$ cat config.mk
export PLATFORM = sky130hd
export DESIGN_NAME = button_debounce_press_hold
export DESIGN_NICKNAME = d
export VERILOG_FILES = /design/src/design/bdph_pkg.sv /design/src/design/bdph_button.sv /design/src/design/button_debounce_press_hold.sv
export SDC_FILE = /design/constraint.sdc
export NUM_CORES = 1
export LEC_CHECK = 0
export BUFFER_PORTS_ARGS = -buffer_cell sky130_fd_sc_hd__buf_2
export CAP_MARGIN = 15
export CORE_MARGIN = 1
export CORE_UTILIZATION = 60
export DETAILED_ROUTE_END_ITERATION = 8
export GPL_TIMING_DRIVEN = 0
export MAX_ROUTING_LAYER = met4
export PLACE_DENSITY = 0.83
export SYNTH_ARGS = -nofsm -noshare
export SYNTH_HDL_FRONTEND = slang
export SYNTH_SLANG_ARGS = --single-unit
$ cat constraint.sdc
create_clock -name aclk -period 9.42 [get_ports aclk]
set_input_delay 1.884 -clock aclk [delete_from_list [all_inputs] [get_ports aclk]]
set_output_delay 1.884 -clock aclk [all_outputs]
set_load 0.03 [all_outputs]
$ cat src/design/bdph_pkg.sv
// types and constants for the button debouncer with press and hold reporting
// no dependencies
`default_nettype none

package bdph_pkg;

    localparam int HOLD_W  = 16;
    localparam int PIN_W   = 3;
    localparam int IDX_W   = 2;
    localparam int MASK_W  = 3;
    localparam int CFG_IDX_W = 1;

    localparam logic [HOLD_W-1:0] HOLD_PERIOD_RESET   = 16'd200;
    localparam logic              PRESSED_LEVEL_RESET = 1'b0;

    localparam logic [CFG_IDX_W-1:0] CFG_HOLD_PERIOD   = 1'd0;
    localparam logic [CFG_IDX_W-1:0] CFG_PRESSED_LEVEL = 1'd1;

    typedef enum logic [1:0] {
        REQ_TICK  = 2'd0,
        REQ_PRESS = 2'd1,
        REQ_HOLD  = 2'd2
    } req_type_t;

    typedef struct packed {
        logic tick;
        logic level;
        logic clr_press;
        logic clr_hold;
    } bdph_btn_ctrl_t;

    typedef struct packed {
        logic press_cur;
        logic hold_cur;
        logic press_next;
        logic hold_next;
    } bdph_btn_stat_t;

endpackage

`default_nettype wire

$ cat src/design/bdph_button.sv
// per-button state: sample history, stable level, hold counter, sticky flags
// depends on bdph_pkg
`default_nettype none

module bdph_button import bdph_pkg::*; (
    input  wire logic              aclk,
    input  wire logic              aresetn,
    input  wire bdph_btn_ctrl_t    ctrl,
    input  wire logic [HOLD_W-1:0] hold_period,
    input  wire logic              pressed_level,
    output bdph_btn_stat_t         stat
);

    logic [1:0]        hist_reg, hist_next;
    logic              stable_reg, stable_next;
    logic [HOLD_W-1:0] cnt_reg, cnt_next;
    logic              press_reg, press_next;
    logic              hold_reg, hold_next;
    logic [HOLD_W-1:0] cnt_dec;

    assign cnt_dec = cnt_reg - {{(HOLD_W-1){1'b0}}, 1'b1};

    always_comb begin
        hist_next   = hist_reg;
        stable_next = stable_reg;
        cnt_next    = cnt_reg;
        press_next  = press_reg;
        hold_next   = hold_reg;
        if (ctrl.tick) begin
            hist_next = {hist_reg[0], ctrl.level};
            if (hist_reg[1] == hist_reg[0] && hist_reg[0] == ctrl.level) begin
                if (stable_reg != ctrl.level) begin
                    stable_next = ctrl.level;
                    if (ctrl.level == pressed_level) begin
                        press_next = 1'b1;
                        cnt_next   = hold_period;
                    end
                end else if (cnt_dec == '0) begin
                    if (ctrl.level == pressed_level) begin
                        hold_next = 1'b1;
                    end
                    cnt_next = hold_period;
                end else begin
                    cnt_next = cnt_dec;
                end
            end
        end
        if (ctrl.clr_press) begin
            press_next = 1'b0;
        end
        if (ctrl.clr_hold) begin
            hold_next = 1'b0;
        end
    end

    always_ff @(posedge aclk) begin
        if (!aresetn) begin
            hist_reg   <= {2{~PRESSED_LEVEL_RESET}};
            stable_reg <= ~PRESSED_LEVEL_RESET;
            cnt_reg    <= HOLD_PERIOD_RESET;
            press_reg  <= 1'b0;
            hold_reg   <= 1'b0;
        end else begin
            hist_reg   <= hist_next;
            stable_reg <= stable_next;
            cnt_reg    <= cnt_next;
            press_reg  <= press_next;
            hold_reg   <= hold_next;
        end
    end

    assign stat.press_cur  = press_reg;
    assign stat.hold_cur   = hold_reg;
    assign stat.press_next = press_next;
    assign stat.hold_next  = hold_next;

endmodule

`default_nettype wire

$ cat src/design/button_debounce_press_hold.sv
// Debouncer for NUM_BUTTONS buttons with sticky press and repeating hold flags.
// An item is taken in every cycle unless the output is stalled: it lands in an input
// register, the per-button update runs as the item leaves that register and the result
// register holds the answer. The per-button update of history, level, counter and flags
// sets that rate. Each item yields exactly one result item. Configuration writes take
// effect at once; a new hold period is used at the next counter reload.
// depends on bdph_pkg and bdph_button
`default_nettype none

module button_debounce_press_hold import bdph_pkg::*; #(
    parameter int NUM_BUTTONS = 3
) (
    input  wire logic                 aclk,
    input  wire logic                 aresetn,
    input  wire logic                 s_tvalid,
    output      logic                 s_tready,
    input  wire logic [7:0]           s_tdata,   // pin_levels[2:0], button_index[4:3]
    input  wire logic [1:0]           s_tuser,   // req_type[1:0]
    output      logic                 m_tvalid,
    input  wire logic                 m_tready,
    output      logic [7:0]           m_tdata,   // flag_value[0], press_pending[3:1],
                                                 // hold_pending[6:4]
    input  wire logic                 cfg_we,
    input  wire logic [CFG_IDX_W-1:0] cfg_index,
    input  wire logic [HOLD_W-1:0]    cfg_data
);

    logic              in_v_reg;
    req_type_t         req_reg;
    logic [PIN_W-1:0]  pins_reg;
    logic [IDX_W-1:0]  idx_reg;
    logic              advance;

    logic [HOLD_W-1:0] period_reg;
    logic              plevel_reg;

    logic              out_v_reg;
    logic              flag_reg, flag_next;
    logic [MASK_W-1:0] pmask_reg, pmask_next;
    logic [MASK_W-1:0] hmask_reg, hmask_next;

    bdph_btn_ctrl_t    ctrl [NUM_BUTTONS];
    bdph_btn_stat_t    stat [NUM_BUTTONS];
    logic [NUM_BUTTONS-1:0] sel;
    logic              press_sel, hold_sel;

    assign advance  = in_v_reg && (!out_v_reg || m_tready);
    assign s_tready = !in_v_reg || advance;

    always_ff @(posedge aclk) begin
        if (!aresetn) begin
            period_reg <= HOLD_PERIOD_RESET;
            plevel_reg <= PRESSED_LEVEL_RESET;
        end else if (cfg_we) begin
            unique case (cfg_index)
                CFG_HOLD_PERIOD:   period_reg <= cfg_data;
                CFG_PRESSED_LEVEL: plevel_reg <= cfg_data[0];
            endcase
        end
    end

    always_ff @(posedge aclk) begin
        if (!aresetn) begin
            in_v_reg <= 1'b0;
        end else if (s_tready) begin
            in_v_reg <= s_tvalid;
        end
    end

    always_ff @(posedge aclk) begin
        if (s_tready && s_tvalid) begin
            req_reg  <= req_type_t'(s_tuser[1:0]);
            pins_reg <= s_tdata[PIN_W-1:0];
            idx_reg  <= s_tdata[PIN_W+IDX_W-1:PIN_W];
        end
    end

    genvar b;
    generate
        for (b = 0; b < NUM_BUTTONS; b++) begin : g_btn
            assign sel[b] = (32'(idx_reg) == b);
            assign ctrl[b].tick      = advance && (req_reg == REQ_TICK);
            assign ctrl[b].clr_press = advance && (req_reg == REQ_PRESS) && sel[b];
            assign ctrl[b].clr_hold  = advance && (req_reg == REQ_HOLD) && sel[b];
            if (b < PIN_W) begin : g_pin
                assign ctrl[b].level = pins_reg[b];
            end else begin : g_nopin
                assign ctrl[b].level = 1'b0;
            end

            bdph_button u_btn (
                .aclk          (aclk),
                .aresetn       (aresetn),
                .ctrl          (ctrl[b]),
                .hold_period   (period_reg),
                .pressed_level (plevel_reg),
                .stat          (stat[b])
            );
        end

        for (b = 0; b < MASK_W; b++) begin : g_mask
            if (b < NUM_BUTTONS) begin : g_on
                assign pmask_next[b] = stat[b].press_next;
                assign hmask_next[b] = stat[b].hold_next;
            end else begin : g_off
                assign pmask_next[b] = 1'b0;
                assign hmask_next[b] = 1'b0;
            end
        end
    endgenerate

    always_comb begin
        press_sel = 1'b0;
        hold_sel  = 1'b0;
        for (int i = 0; i < NUM_BUTTONS; i++) begin
            if (sel[i]) begin
                press_sel = stat[i].press_cur;
                hold_sel  = stat[i].hold_cur;
            end
        end
    end

    always_comb begin
        unique case (req_reg)
            REQ_PRESS: flag_next = press_sel;
            REQ_HOLD:  flag_next = hold_sel;
            default:   flag_next = 1'b0;
        endcase
    end

    always_ff @(posedge aclk) begin
        if (!aresetn) begin
            out_v_reg <= 1'b0;
        end else if (advance) begin
            out_v_reg <= 1'b1;
        end else if (m_tready) begin
            out_v_reg <= 1'b0;
        end
    end

    always_ff @(posedge aclk) begin
        if (advance) begin
            flag_reg  <= flag_next;
            pmask_reg <= pmask_next;
            hmask_reg <= hmask_next;
        end
    end

    assign m_tvalid = out_v_reg;
    assign m_tdata  = {1'b0, hmask_reg, pmask_reg, flag_reg};

endmodule

`default_nettype wire

==> impl_metrics.toml, run 1 <==
[final_layout]
nFillCells = 769
layout.nets = 809
multi_input_area_mm2 = 0.00327
drive_above_1_share_pct = 9.83
area_growth_pct = 9.35
largest_reg_flops = 48
diodes = 0
seqCellArea_mm2 = 0.00206

[worst_setup_path]
reg2reg_setup_slack_ns = 5.52
required_ns = 7.54
r2r_cells = 13
timing.rr.start = "g_btn[1].u_btn.cnt_reg[0]$_SDFFE_PN0P_"
worst_setup_path_end_kind = "output pin"
arrival_ns = 2.51
critPathLaunchType = "input pin"
worst-setup-path-type = "input pin to output pin"
critPathMaxFanout = 5
reg2reg_to = "g_btn[1].u_btn.cnt_reg[6]$_SDFFE_PN1P_"

[cts]
cts_max_level = 3
root_buffer = "clkbuf_8"
cts_hold_buffers = 0
numClockSinks = 96
clk_latency_ns = 0.38
clkSlewWorstSetupHoldPaths_ns = 0.10
tritoncts.num_buffers = 9
cts-resized-gates = 0
cts_tree = "yes"
post-cts-setup-buffers = 0
cts_buffer_depth = 2

[sta]
fmax_mhz = 228
setup_viol = 0
finalSetupTns_ns = 0
hold_viol = 0
final.period_utilization_pct = 46.6
fin_skew_ns = 0.0105
maxSlewHeadroom_pct = 33.3
slew_violations = 0
grt_setup_unrepaired = "no"
final.min_clock_period_ns = 4.39
tightest_slew_ns = 0.991

[floorplan]
core-area_mm2 = 0.00920
dieArea_mm2 = 0.00982
placementRows = 35
initial_core_util_pct = 61.5
die_h_um = 99.1
io_pins = 42
die_w_um = 99.1

[synthesis]
ys_seq_elements = 96
synth_nets = 762
synthFlopType = "dfxtp_1"
syn_area_per_cell_um2 = 7.85
synth_top_area_share_pct = 29.0
seq_area_frac_synth_pct = 36.4
ys_warn_count = 0
synthDistinctLibCells = 69
synth_edf_count = 14
async_flop_share_pct = 0
syn_inst = 721
yosys-top-cells-area = "dfxtp_1, edfxtp_1, nand2_1"
synth_area_mm2 = 0.00566
yosysTopAreaCell = "dfxtp_1"

[grt]
antenna_found_initial = 0
grt_max_degree = 21
grt_overflow = 0
grt_pass1_wl_mm = 28.4
gr-usage-all-layers_pct = 38.1
first_global_vias = 5758

[route]
ant_nets = 0
routedWlPerCell_um = 20.1
drcViolationCount = 0
postRouteWirelength_mm = 17.8
num_vias = 6028
dr.pass1.iters = 7
viasPerCell = 6.82
dr.first_iter.drc_count = 696

[min_path]
min_path_cells = 2
min-delay-start = "g_btn[2].u_btn.cnt_reg[12]$_SDFFE_PN0P_"
hold_end = "g_btn[2].u_btn.cnt_reg[12]$_SDFFE_PN0P_"
hp-class = "flip-flop to flip-flop"

[place]
dpl.hpwl_mm = 12.3
io_buffers = 36
place.gp.congestion = 0.985

[pwr]
finalPower_mw = 0.805
leakage_nw = 2.17
powerDensity_mw_per_mm2 = 130
ir_worst_vdd_mv = 0.111

[run_status]
status = "completed"

[run]
cap_violations = 0
-- Yosys cell counts, drive strengths merged, types with 4 or more instances --
cell	count
a2111oi	7
a21oi	54
a221oi	6
a22oi	4
a31oi	17
and2	6
and4	5
buf	15
clkbuf	44
dfxtp	82
edfxtp	14
ha	9
inv	18
mux2i	9
nand2	92
nand2b	4
nand3	40
nand4	12
nor2	45
nor2b	7
nor3	23
nor3b	5
nor4	27
o211ai	6
o21ai	46
o221ai	4
o22ai	13
o31ai	4
o32a	4
or3	20
or4	11
or4b	5
xnor2	10
xor2	9
-- per-stage QoR --
step / setup slack [ns] / cells / util, % / area (um2) / hold slack [ns]
3_3_place_gp: 4.92 / 868 / 65.0 / 5980 / 0.471
6_report: 5.03 / 884 / 67.3 / 6190 / 0.502
2_1_floorplan: 5.20 / 721 / - / 5660 / 0.459
5_1_grt: 4.89 / 884 / 67.3 / 6190 / 0.547
3_5_place_dp: 4.80 / 868 / 65.0 / 5980 / 0.476
4_1_cts: 5.02 / 884 / 67.3 / 6190 / 0.495
-- power breakdown --
group | switching, mW | internal [mW] | total [mW]
combinational | 0.0566 | 0.0265 | 0.0831
sequential | 0.0143 | 0.425 | 0.440
clock | 0.176 | 0.107 | 0.283
total | 0.247 | 0.559 | 0.805
-- metal layers --
metal / wire length [um] / vias up / global-route usage, %
met5: 0 / - / -
met4: 1190 / 0 / 25.8
met3: 1960 / 103 / 6.89
met2: 7880 / 392 / 58.1
met1: 6730 / 2752 / 46.1
li1: - / 2781 / -
-- layout by cell type (no fill, tap or decap), types with 10 or more instances in the layout --
master,n
a21oi_1,54
clkbuf_1,44
o22ai_1,13
nand3_1,40
inv_1,18
nor4_1,27
nor2_1,45
a31oi_1,17
o21ai_0,44
nand2_1,92
dfxtp_1,82
nand4_1,12
nor3_1,23
or3_1,19
buf_2,44
xnor2_1,10
edfxtp_1,14
-- final cells by class --
cell class / count / area share, %
Clock inverter: 7 / 1.40
Clock buffer: 9 / 2.00
Timing Repair Buffer: 36 / 2.91
Multi-Input combinational cell: 547 / 52.9
Inverter: 19 / 1.15
Sequential cell: 96 / 33.3
Tap cell: 111 / 2.24
Buffer: 59 / 4.10
-- cell families (layout without fill, tap and decap cells) --
group	after synthesis	after routing	share of synthesized area [%]
simple gates	317	317	29.3
compound gates	192	192	22.0
flops	96	96	36.4
buf+inv	78	130	5.75
xor+xnor	19	19	2.94
fa+ha+maj	9	9	1.99
mux	9	9	1.59
other cells	1	1	0.0663
-- how the worst max path moves through the flow --
| stage | from | endpoint | cells after the start |
|---|---|---|---|
| floorplan | m_tready | s_tready | 2 |
| global placement | m_tready | g_btn[2].u_btn.cnt_reg[15]$_SDFFE_PN0P_ | 9 |
| detailed placement | m_tready | g_btn[2].u_btn.cnt_reg[0]$_SDFFE_PN0P_ | 9 |
| CTS | m_tready | s_tready | 4 |
| global route | m_tready | g_btn[2].u_btn.cnt_reg[15]$_SDFFE_PN0P_ | 9 |
| finish | m_tready | s_tready | 4 |
-- critical path, stage by stage --
cell and delay [ns]:
buf_2 0.10, nor2b_1 0.24, nand2_1 0.10, buf_2 0.18
Power figures use the tool's default switching activity.
==> run 2, diff against run 1 <==
clock period = 4.5 ns   (was 9.42 ns; I/O delays follow)
==> run 2 against run 1 <==
Against the previous run: largest cell class unchanged; power is 110% higher; count of clock-buffer cells in the layout stayed put; non-clock buffer count stayed put; global-route usage hardly changed; die area stayed put; wire length is 0.51% lower; first-iteration DRC count is 6.3% lower; register-to-register slack worse by 4.9 ns.
==> impl_metrics.toml, run 2 (synthesis gave the netlist of run 1 again) <==
[run_status]
status = "completed"

[place]
place.gp.congestion = 0.985
dpl.hpwl_mm = 12.3
dpl_cell_area_mm2 = 0.00598
placedCellCount = 868
io_buffers = 36

[cts]
tritoncts.num_buffers = 9
cts_hold_buffers = 0
cts_buffer_depth = 2
post-cts-setup-buffers = 0
cts-resized-gates = 0
clkSlewWorstSetupHoldPaths_ns = 0.11
cts_tree = "yes"
cts_max_level = 3
numClockSinks = 96
root_buffer = "clkbuf_8"
clk_latency_ns = 0.39

[sta]
final.period_utilization_pct = 86.7
fin_skew_ns = 0.00930
fin_hold_ws_ns = 0.505
fmax_mhz = 256
maxSlewHeadroom_pct = 31.2
hold_viol = 0
finalSetupTns_ns = 0
final.min_clock_period_ns = 3.90
slew_violations = 0
tightest_slew_ns = 1.02
setup_viol = 0
grt_setup_unrepaired = "no"

[grt]
grt_max_degree = 21
grt_pass1_wl_mm = 28.4
gr-usage-all-layers_pct = 38.0
grt_overflow = 0
first_global_vias = 5751
antenna_found_initial = 0

[floorplan]
io_pins = 42
placementRows = 35
die_h_um = 99.1
core-area_mm2 = 0.00920
dieArea_mm2 = 0.00982
initial_core_util_pct = 61.5
die_w_um = 99.1

[worst_setup_path]
path_cells = "inv_1 -> ha_1 -> clkbuf_1 -> or4b_1 -> clkbuf_1 -> o31a_1 -> a2111oi_0 -> nand2_1 -> o41ai_1 -> buf_2 -> buf_2 -> o2bb2ai_1 -> a31oi_1"
arrival_ns = 4.15
worst_setup_path_end_kind = "flip-flop"
worst-setup-path-type = "flip-flop to flip-flop"
critPathLaunchType = "flip-flop"
cp_slowest_stage_delay_ns = 0.49
crit_slowest_cell = "o41ai_1"
required_ns = 4.75
critPathMaxFanout = 10

[final_layout]
layout_commonest_cell = "nand2_1"
diodes = 0
layout.nets = 809
largest_reg_flops = 48
nFillCells = 769
drive_above_1_share_pct = 9.83
instances_no_fill = 884
fin_area_mm2 = 0.00619
area_growth_pct = 9.35
multi_input_area_mm2 = 0.00327
final_cell_mix = "nand2_1, dfxtp_1, a21oi_1, nor2_1"
seqCellArea_mm2 = 0.00206

[route]
drcViolationCount = 0
num_vias = 6018
postRouteWirelength_mm = 17.7
dr.pass1.iters = 7
ant_nets = 0
viasPerCell = 6.81
dr.first_iter.drc_count = 652
routedWlPerCell_um = 20.0

[pwr]
p_sw_share_pct = 30.7
leakage_nw = 2.17
p_int_mw = 1.17
switchingPower_mw = 0.518
powerDensity_mw_per_mm2 = 273
ir_worst_vdd_mv = 0.232
finalPower_mw = 1.69
clkPwrFrac_pct = 35.2
seq_power_share_pct = 54.5
combinationalPowerShare_pct = 10.3

[run]
cap_violations = 0

[min_path]
hp-class = "flip-flop to flip-flop"
==> run 2: cell counts in the layout (fill, tap and decap cells not counted) <==
Identical to the previous run, type by type.
==> run 2: power by group through the flow <==
stage | logic (mW) | registers [mW] | clock network [mW]
5_1_grt | 0.188 | 0.921 | 0.631
3_3_place_gp | 0.162 | 0.936 | 0
3_5_place_dp | 0.168 | 0.938 | 0
6_report | 0.174 | 0.920 | 0.594
4_1_cts | 0.169 | 0.918 | 0.595
2_1_floorplan | 0.109 | 0.929 | 0
==> run 2: critical path, delay by kind of cell, from the launching register on <==
| kind | cells | cell delay (ns) |
|---|---|---|
| AOI/OAI and AO/OA | 5 | 1.32 |
| DFF | 1 | 0.38 |
| and+or+nand+nor | 2 | 0.73 |
| buffers and inverters | 5 | 1.17 |
| adders and majority gates | 1 | 0.14 |
==> run 2: per-layer routing <==
metal  vias up  part of all wire, %  global-route usage (%)
li1       2779                    -                       -
met1      2774                   39                    46.5
met2       365                   45                    58.2
met3       100                   10                    6.75
met4         0                  6.3                    24.5
met5         -                    0                       -
==> run 2: cell type report <==
type	count	area share, %
Clock inverter	7	1.40
Inverter	19	1.15
Buffer	59	4.10
Multi-Input combinational cell	547	52.9
Sequential cell	96	33.3
Clock buffer	9	2.00
Timing Repair Buffer	36	2.91
Tap cell	111	2.24
==> run 2: worst paths after layout <==
kind	startpoint	end	slack (ns)	depth (start not counted)
worst max-delay path	g_btn[1].u_btn.cnt_reg[0]$_SDFFE_PN0P_	g_btn[1].u_btn.cnt_reg[6]$_SDFFE_PN1P_	0.60	13
worst min-delay path	g_btn[2].u_btn.cnt_reg[12]$_SDFFE_PN0P_	g_btn[2].u_btn.cnt_reg[12]$_SDFFE_PN0P_	0.50	2
worst max register to register	g_btn[1].u_btn.cnt_reg[0]$_SDFFE_PN0P_	g_btn[1].u_btn.cnt_reg[6]$_SDFFE_PN1P_	0.60	13
worst min register to register	g_btn[2].u_btn.cnt_reg[12]$_SDFFE_PN0P_	g_btn[2].u_btn.cnt_reg[12]$_SDFFE_PN0P_	0.50	2
==> run 2: stage by stage <==
stage	setup WS, ns	util (%)
floorplan	1.27	-
global placement	0.736	65.0
detailed placement	0.714	65.0
CTS	0.664	67.3
global route	0.297	67.3
finish	0.601	67.3
